===== src/rtl/sacrr_pkg.sv =====
package sacrr_pkg;

    localparam int ADDR_W      = 32;
    localparam int CNT_W       = 32;
    localparam int WAY_OUT_W   = 2;
    localparam int CFG_IDX_W   = 2;
    localparam int CFG_DATA_W  = 4;
    localparam int FIELD_W     = 4;
    // index_bits is a 4-bit field, so the raw set index is at most 15 bits wide
    localparam int RAW_SET_W   = 15;
    localparam int TAG_SHIFT_W = 5;

    localparam logic [FIELD_W-1:0] RESET_OFFSET_BITS = 4'd5;
    localparam logic [FIELD_W-1:0] RESET_INDEX_BITS  = 4'd10;

    typedef enum logic [CFG_IDX_W-1:0] {
        CFG_OFFSET_BITS = 2'd0,
        CFG_INDEX_BITS  = 2'd1
    } t_cfg_reg;

    typedef enum logic [1:0] {
        ST_CLEAR,
        ST_IDLE,
        ST_REDUCE,
        ST_UPDATE
    } t_state;

    typedef struct packed {
        logic clr_step;
        logic load;
        logic reduce_step;
        logic rd_en;
        logic commit;
    } t_ctrl_cmd;

    typedef struct packed {
        logic clr_last;
        logic set_ready;
    } t_dp_status;

endpackage


===== src/rtl/sacrr_ctrl.sv =====
module sacrr_ctrl (
    input  logic                  i_clk,
    input  logic                  i_rst_n,
    input  logic                  i_req_valid,
    output logic                  o_req_ready,
    output logic                  o_rsp_valid,
    input  logic                  i_rsp_ready,
    input  sacrr_pkg::t_dp_status i_status,
    output sacrr_pkg::t_ctrl_cmd  o_cmd
);
    import sacrr_pkg::*;

    t_state r_state;
    t_state n_state;
    logic   r_rsp_valid;
    logic   n_rsp_valid;
    logic   rsp_free;

    always_ff @(posedge i_clk) begin
        if (!i_rst_n) begin
            r_state     <= ST_CLEAR;
            r_rsp_valid <= 1'b0;
        end else begin
            r_state     <= n_state;
            r_rsp_valid <= n_rsp_valid;
        end
    end

    assign rsp_free = !r_rsp_valid || i_rsp_ready;

    always_comb begin
        n_state     = r_state;
        o_cmd       = '0;
        o_req_ready = 1'b0;
        n_rsp_valid = r_rsp_valid && !i_rsp_ready;
        case (r_state)
            ST_CLEAR: begin
                o_cmd.clr_step = 1'b1;
                if (i_status.clr_last) begin
                    n_state = ST_IDLE;
                end
            end
            ST_IDLE: begin
                o_req_ready = 1'b1;
                if (i_req_valid) begin
                    o_cmd.load = 1'b1;
                    n_state    = ST_REDUCE;
                end
            end
            ST_REDUCE: begin
                if (i_status.set_ready) begin
                    o_cmd.rd_en = 1'b1;
                    n_state     = ST_UPDATE;
                end else begin
                    o_cmd.reduce_step = 1'b1;
                end
            end
            ST_UPDATE: begin
                // hold the lookup until the response slot is free
                if (rsp_free) begin
                    o_cmd.commit = 1'b1;
                    n_rsp_valid  = 1'b1;
                    n_state      = ST_IDLE;
                end
            end
            default: begin
                n_state = ST_CLEAR;
            end
        endcase
    end

    assign o_rsp_valid = r_rsp_valid;

endmodule


===== config.mk =====
export PLATFORM = sky130hd
export DESIGN_NAME = sacrr_ctrl
export DESIGN_NICKNAME = d
export VERILOG_FILES = /design/src/rtl/sacrr_pkg.sv /design/src/rtl/sacrr_ctrl.sv
export SDC_FILE = /design/constraint.sdc
export NUM_CORES = 1
export LEC_CHECK = 0
export ABC_AREA = 0
export ABC_CLOCK_PERIOD_IN_PS = 1400
export BUFFER_PORTS_ARGS = -buffer_cell sky130_fd_sc_hd__buf_2
export CAP_MARGIN = 5
export CORE_AREA = 4 4 41 43
export CTS_BUF_LIST = sky130_fd_sc_hd__clkbuf_4 sky130_fd_sc_hd__clkbuf_8 sky130_fd_sc_hd__clkbuf_16
export DETAILED_ROUTE_END_ITERATION = 10
export DIE_AREA = 0 0 45 47
export SLEW_MARGIN = 0
export SYNTH_ARGS = -nofsm -noshare
export SYNTH_HDL_FRONTEND = slang
export SYNTH_SLANG_ARGS = --single-unit

===== constraint.sdc =====
create_clock -name i_clk -period 1.4 [get_ports i_clk]
set_input_delay 0.21 -clock i_clk [delete_from_list [all_inputs] [get_ports i_clk]]
set_output_delay 0.21 -clock i_clk [all_outputs]
set_load 0.02 [all_outputs]

* Yosys cells after proc, flatten, opt, wreduce, memory -nomap -nowiden *
Index checks and enable logic that the tools add are counted.

operators by class
  eq/ne operators = 7
  multiplexer cells = 16
  reduce and logical (&&, ||, !) cells = 6

operators with widths
  operator            number
  $mux 1              10
  $mux 2              5
  $ne 2x2->1 const B  4
  $pmux 2 s4          1
  $eq 2x2->1 const B  2
  $reduce_and 4->1    1
  $eq 2x1->1 const B  1
  $logic_not 1->1     2
  $logic_not 2->1     1
  $logic_and 1x1->1   1
  $logic_or 1x1->1    1

storage, ports and cells
  flip-flop bits (word level) = 3
  bits of input ports = 6
  logic and storage cells = 31

* Longest topological paths before layout *
  depth in word-level cells = 4
  depth in mapped cells = 5
  mapped depth without buffers = 5

* Least setup slack after synthesis *
No wires, ideal clock.

  path kind = reg2reg
  start = register r_state[0]
  end = register r_state[0]
  library setup time = 0.072 ns
  data arrival time = 1.435 ns
  setup slack = -0.107 ns
  stages on the path, launching flop included = 6
  buffers on the path = 0
  cell sequence = dfxtp_1 > inv_1 > ha_1 > nor2b_4 > a2111oi_4 > mux2i_1

on the way
  longest elaborated chain between the ends = 3
  elaborated cells between the ends (all ways) = 10
  classes of those cells = eq/ne (7); mux (1); reduce/logical (2)

ends and longest elaborated chain
  element                                   line              RTL
  start, declared                           sacrr_ctrl.sv:13  t_state r_state;
  start signal, assigned                    sacrr_ctrl.sv:24  r_state <= n_state;
  $eq 2x2->1, or another cell as far along  sacrr_ctrl.sv:36  case (r_state)
  $ne 2x2->1 (no source line)               --
  $reduce_and 4->1 (no source line)         --

Several ways; a longest one is shown, not always the timed one.
A chain may end at the register's enable or synchronous reset.

* Final worst setup path *
  start = register r_state[1]
  end = register r_state[0]

Same word-level chain as after synthesis.

==> results.md <==
- I/O Buffers: 12
- Syn Nets: 36
- Layout area overhead: 74.2%
- Unique cell type count in the Yosys netlist: 11
- CTS Root Cell: clkbuf_4
- Fin crit period: 1.36 ns
- Core area: 0.00130 mm²
- Ports: 13
- Post-Syn Area: 262 µm²
- RSZ-0062 raised after global routing: yes
- VDD IR-drop max: 0.624 mV
- Commonest non-fill, non-tap cell in the layout: buf_2
- Worst-margin pin slew: 0.325 ns
- Crit Path Max Fanout: 4
- Clock buffer count from CTS: 3
- CP Depth: 5
- Setup TNS: 0 ns
- Worst Setup End Kind: flop
- Wire per inst: 9.41 µm
- Width of the die: 45 µm
- R2R depth: 5
- Lkg Pwr: 0.213 nW
- Crit-path slowest cell: dfxtp_4
- Final setup viols: 0
- CTS H-tree lvls: 1
- HP Class: in2reg
- First-pass GRT wire length: 952 µm
- FMAX: 736 MHz
- Final period utilization: 97.0%
- TritonCTS clock tree: done
- Warnings from Yosys: 0
- Sequential cell area fraction in the yosys report: 23.0%
- Yosys reg bits: 3
- Full die area: 0.00212 mm²
- Skew-Pair Late Insertion Delay: 0.23 ns
- Row Count: 13
- Slew Viols, Final: 0
- Max-slew headroom: 78.3%
- Max incr delay on CP: 0.37 ns
- Layout cells sized above 1: 72.7%
- Maxcap violations: 0
- Util after Layout: 35.0%
- Total inserted antenna cells: 0
- WP data arrival: 1.51 ns
- Power, Total: 0.940 mW
- Cells after synthesis: 25
- CP startpoint kind: flop
- Capturing point of the worst reg2reg path: r_state[0]
- Status: complete, no violations
- Hpwl dp: 432 µm
- Largest net degree at the start of global routing: 6
- Data required, critical path: 1.55 ns
- Reg-to-reg slack, setup: 0.04 ns
- Clock transition at path regs: 0.04 ns
- Crit path buf inv count: 1
- Gpl congestion: 0.637
- Skew final: 0.00456 ns
- CTS max path bufs: 2
- Clk sinks: 3
- Crit. Startpoint: r_state[1]
- Number of remaining DRC errors: 0
- Layout net count: 56
- Worst hold margin: 0.251 ns
- Die Ht: 47 µm
- Hold Buf Count CTS: 0
- Crit Path Category: reg2reg
- Iter 0 DRT Violations: 0
- Crit path capture: r_state[0]
- Initial Utilization: 20.1%
- Gr usage total: 6.47%
- Routed Antenna Nets: 0
- Final Hold Vio Count: 0
- Mean Syn Cell Area: 10.5 µm²
- Vias post-DR: 235
- Total routed wirelength: 555 µm
- Via/cell ratio: 3.98
- Gr ovfl total: 0
- Most frequent cells in the layout: buf_2 (10), clkbuf_4 (4), nor2b_4 (3), nand2_1 (3), buf_4 (3)
- First-pass DRT Iterations: 1
- Pwr Density: 2060 mW/mm²
- Vias in the first global route: 239
- Initial antenna violation count: 0
- Crit-path leading delay family: flip-flops
- Critical-path cell list: inv_4 > ha_4 > nor2b_4 > a2111oi_4 > mux2i_1
- FF-to-FF Start: r_state[1]
## cell usage after synthesis, drive strengths merged
cell | number | area [µm²]
a2111oi | 1 | 27.5
and2 | 2 | 12.5
dfxtp | 3 | 60.1
ha | 5 | 62.6
inv | 2 | 7.51
mux2i | 2 | 20.0
nand2 | 3 | 11.3
nand2b | 1 | 6.26
nor2b | 5 | 46.3
o21a | 1 | 7.51
## sequential cells by signal (all words and copies together), names as in the netlist
name / flops
r_state: 2
o_rsp_valid: 1
## stage by stage
| stage | setup WS (ns) | std cells | area [µm²] |
|---|---|---|---|
| finish | 0.0416 | 59 | 455 |
| global route | -0.00889 | 59 | 455 |
| CTS | -0.0111 | 60 | 457 |
| detailed placement | -0.0465 | 55 | 377 |
| global placement | -0.0389 | 55 | 377 |
| floorplan | 0.00548 | 25 | 275 |
## timing repair
item                                   4_1_cts  5_1_grt
pin swaps                                    2        2
endpoints found under the hold margin        0        0
setup endpoints to repair                    3        5
resized for setup                           12        4
buffers inserted                             2        0
## cell families (layout without fill, tap and decap cells)
logic type	Yosys count	after routing	share of synthesized area [%]
adders and majority gates	5	5	23.9
and+or+nand+nor	11	11	29.2
DFF	3	3	23.0
AOI/OAI and AO/OA	2	2	13.4
muxes	2	2	7.66
buffers and inverters	2	21	2.87
## per-layer routing
| layer | routed length [µm] | vias to the layer above | global-route usage, % |
|---|---|---|---|
| met4 | 0 | 0 | 3.51 |
| met2 | 280 | 11 | 10.5 |
| li1 | - | 119 | - |
| met1 | 221 | 105 | 6.58 |
| met5 | 0 | - | 0 |
| met3 | 54 | 0 | 3.83 |
## layout make-up
cell class | instances | area [µm²]
fillers | 152 | 846
multi-input cells | 20 | 234
repair buffers | 15 | 95.1
flip-flops and latches | 3 | 67.6
clock buffers | 4 | 30.0
well taps | 15 | 18.8
inverters | 2 | 10.0
## worst min path at each step
stage,from,end,slack (ns),depth (start not counted)
6_report,i_rst_n,o_rsp_valid,0.25,2
5_1_grt,i_rst_n,r_state[1],0.26,3
4_1_cts,i_rst_n,o_rsp_valid,0.25,2
3_5_place_dp,r_state[0],r_state[0],0.49,2
3_3_place_gp,r_state[1],r_state[1],0.49,2
2_1_floorplan,i_rst_n,o_rsp_valid,0.33,1
## where the power goes
group	switching (mW)	internal, mW	total (mW)
registers	0.0414	0.136	0.177
clock network	0.0476	0.126	0.174
logic	0.277	0.312	0.589
total	0.366	0.574	0.940
Power figures use the tool's default switching activity.
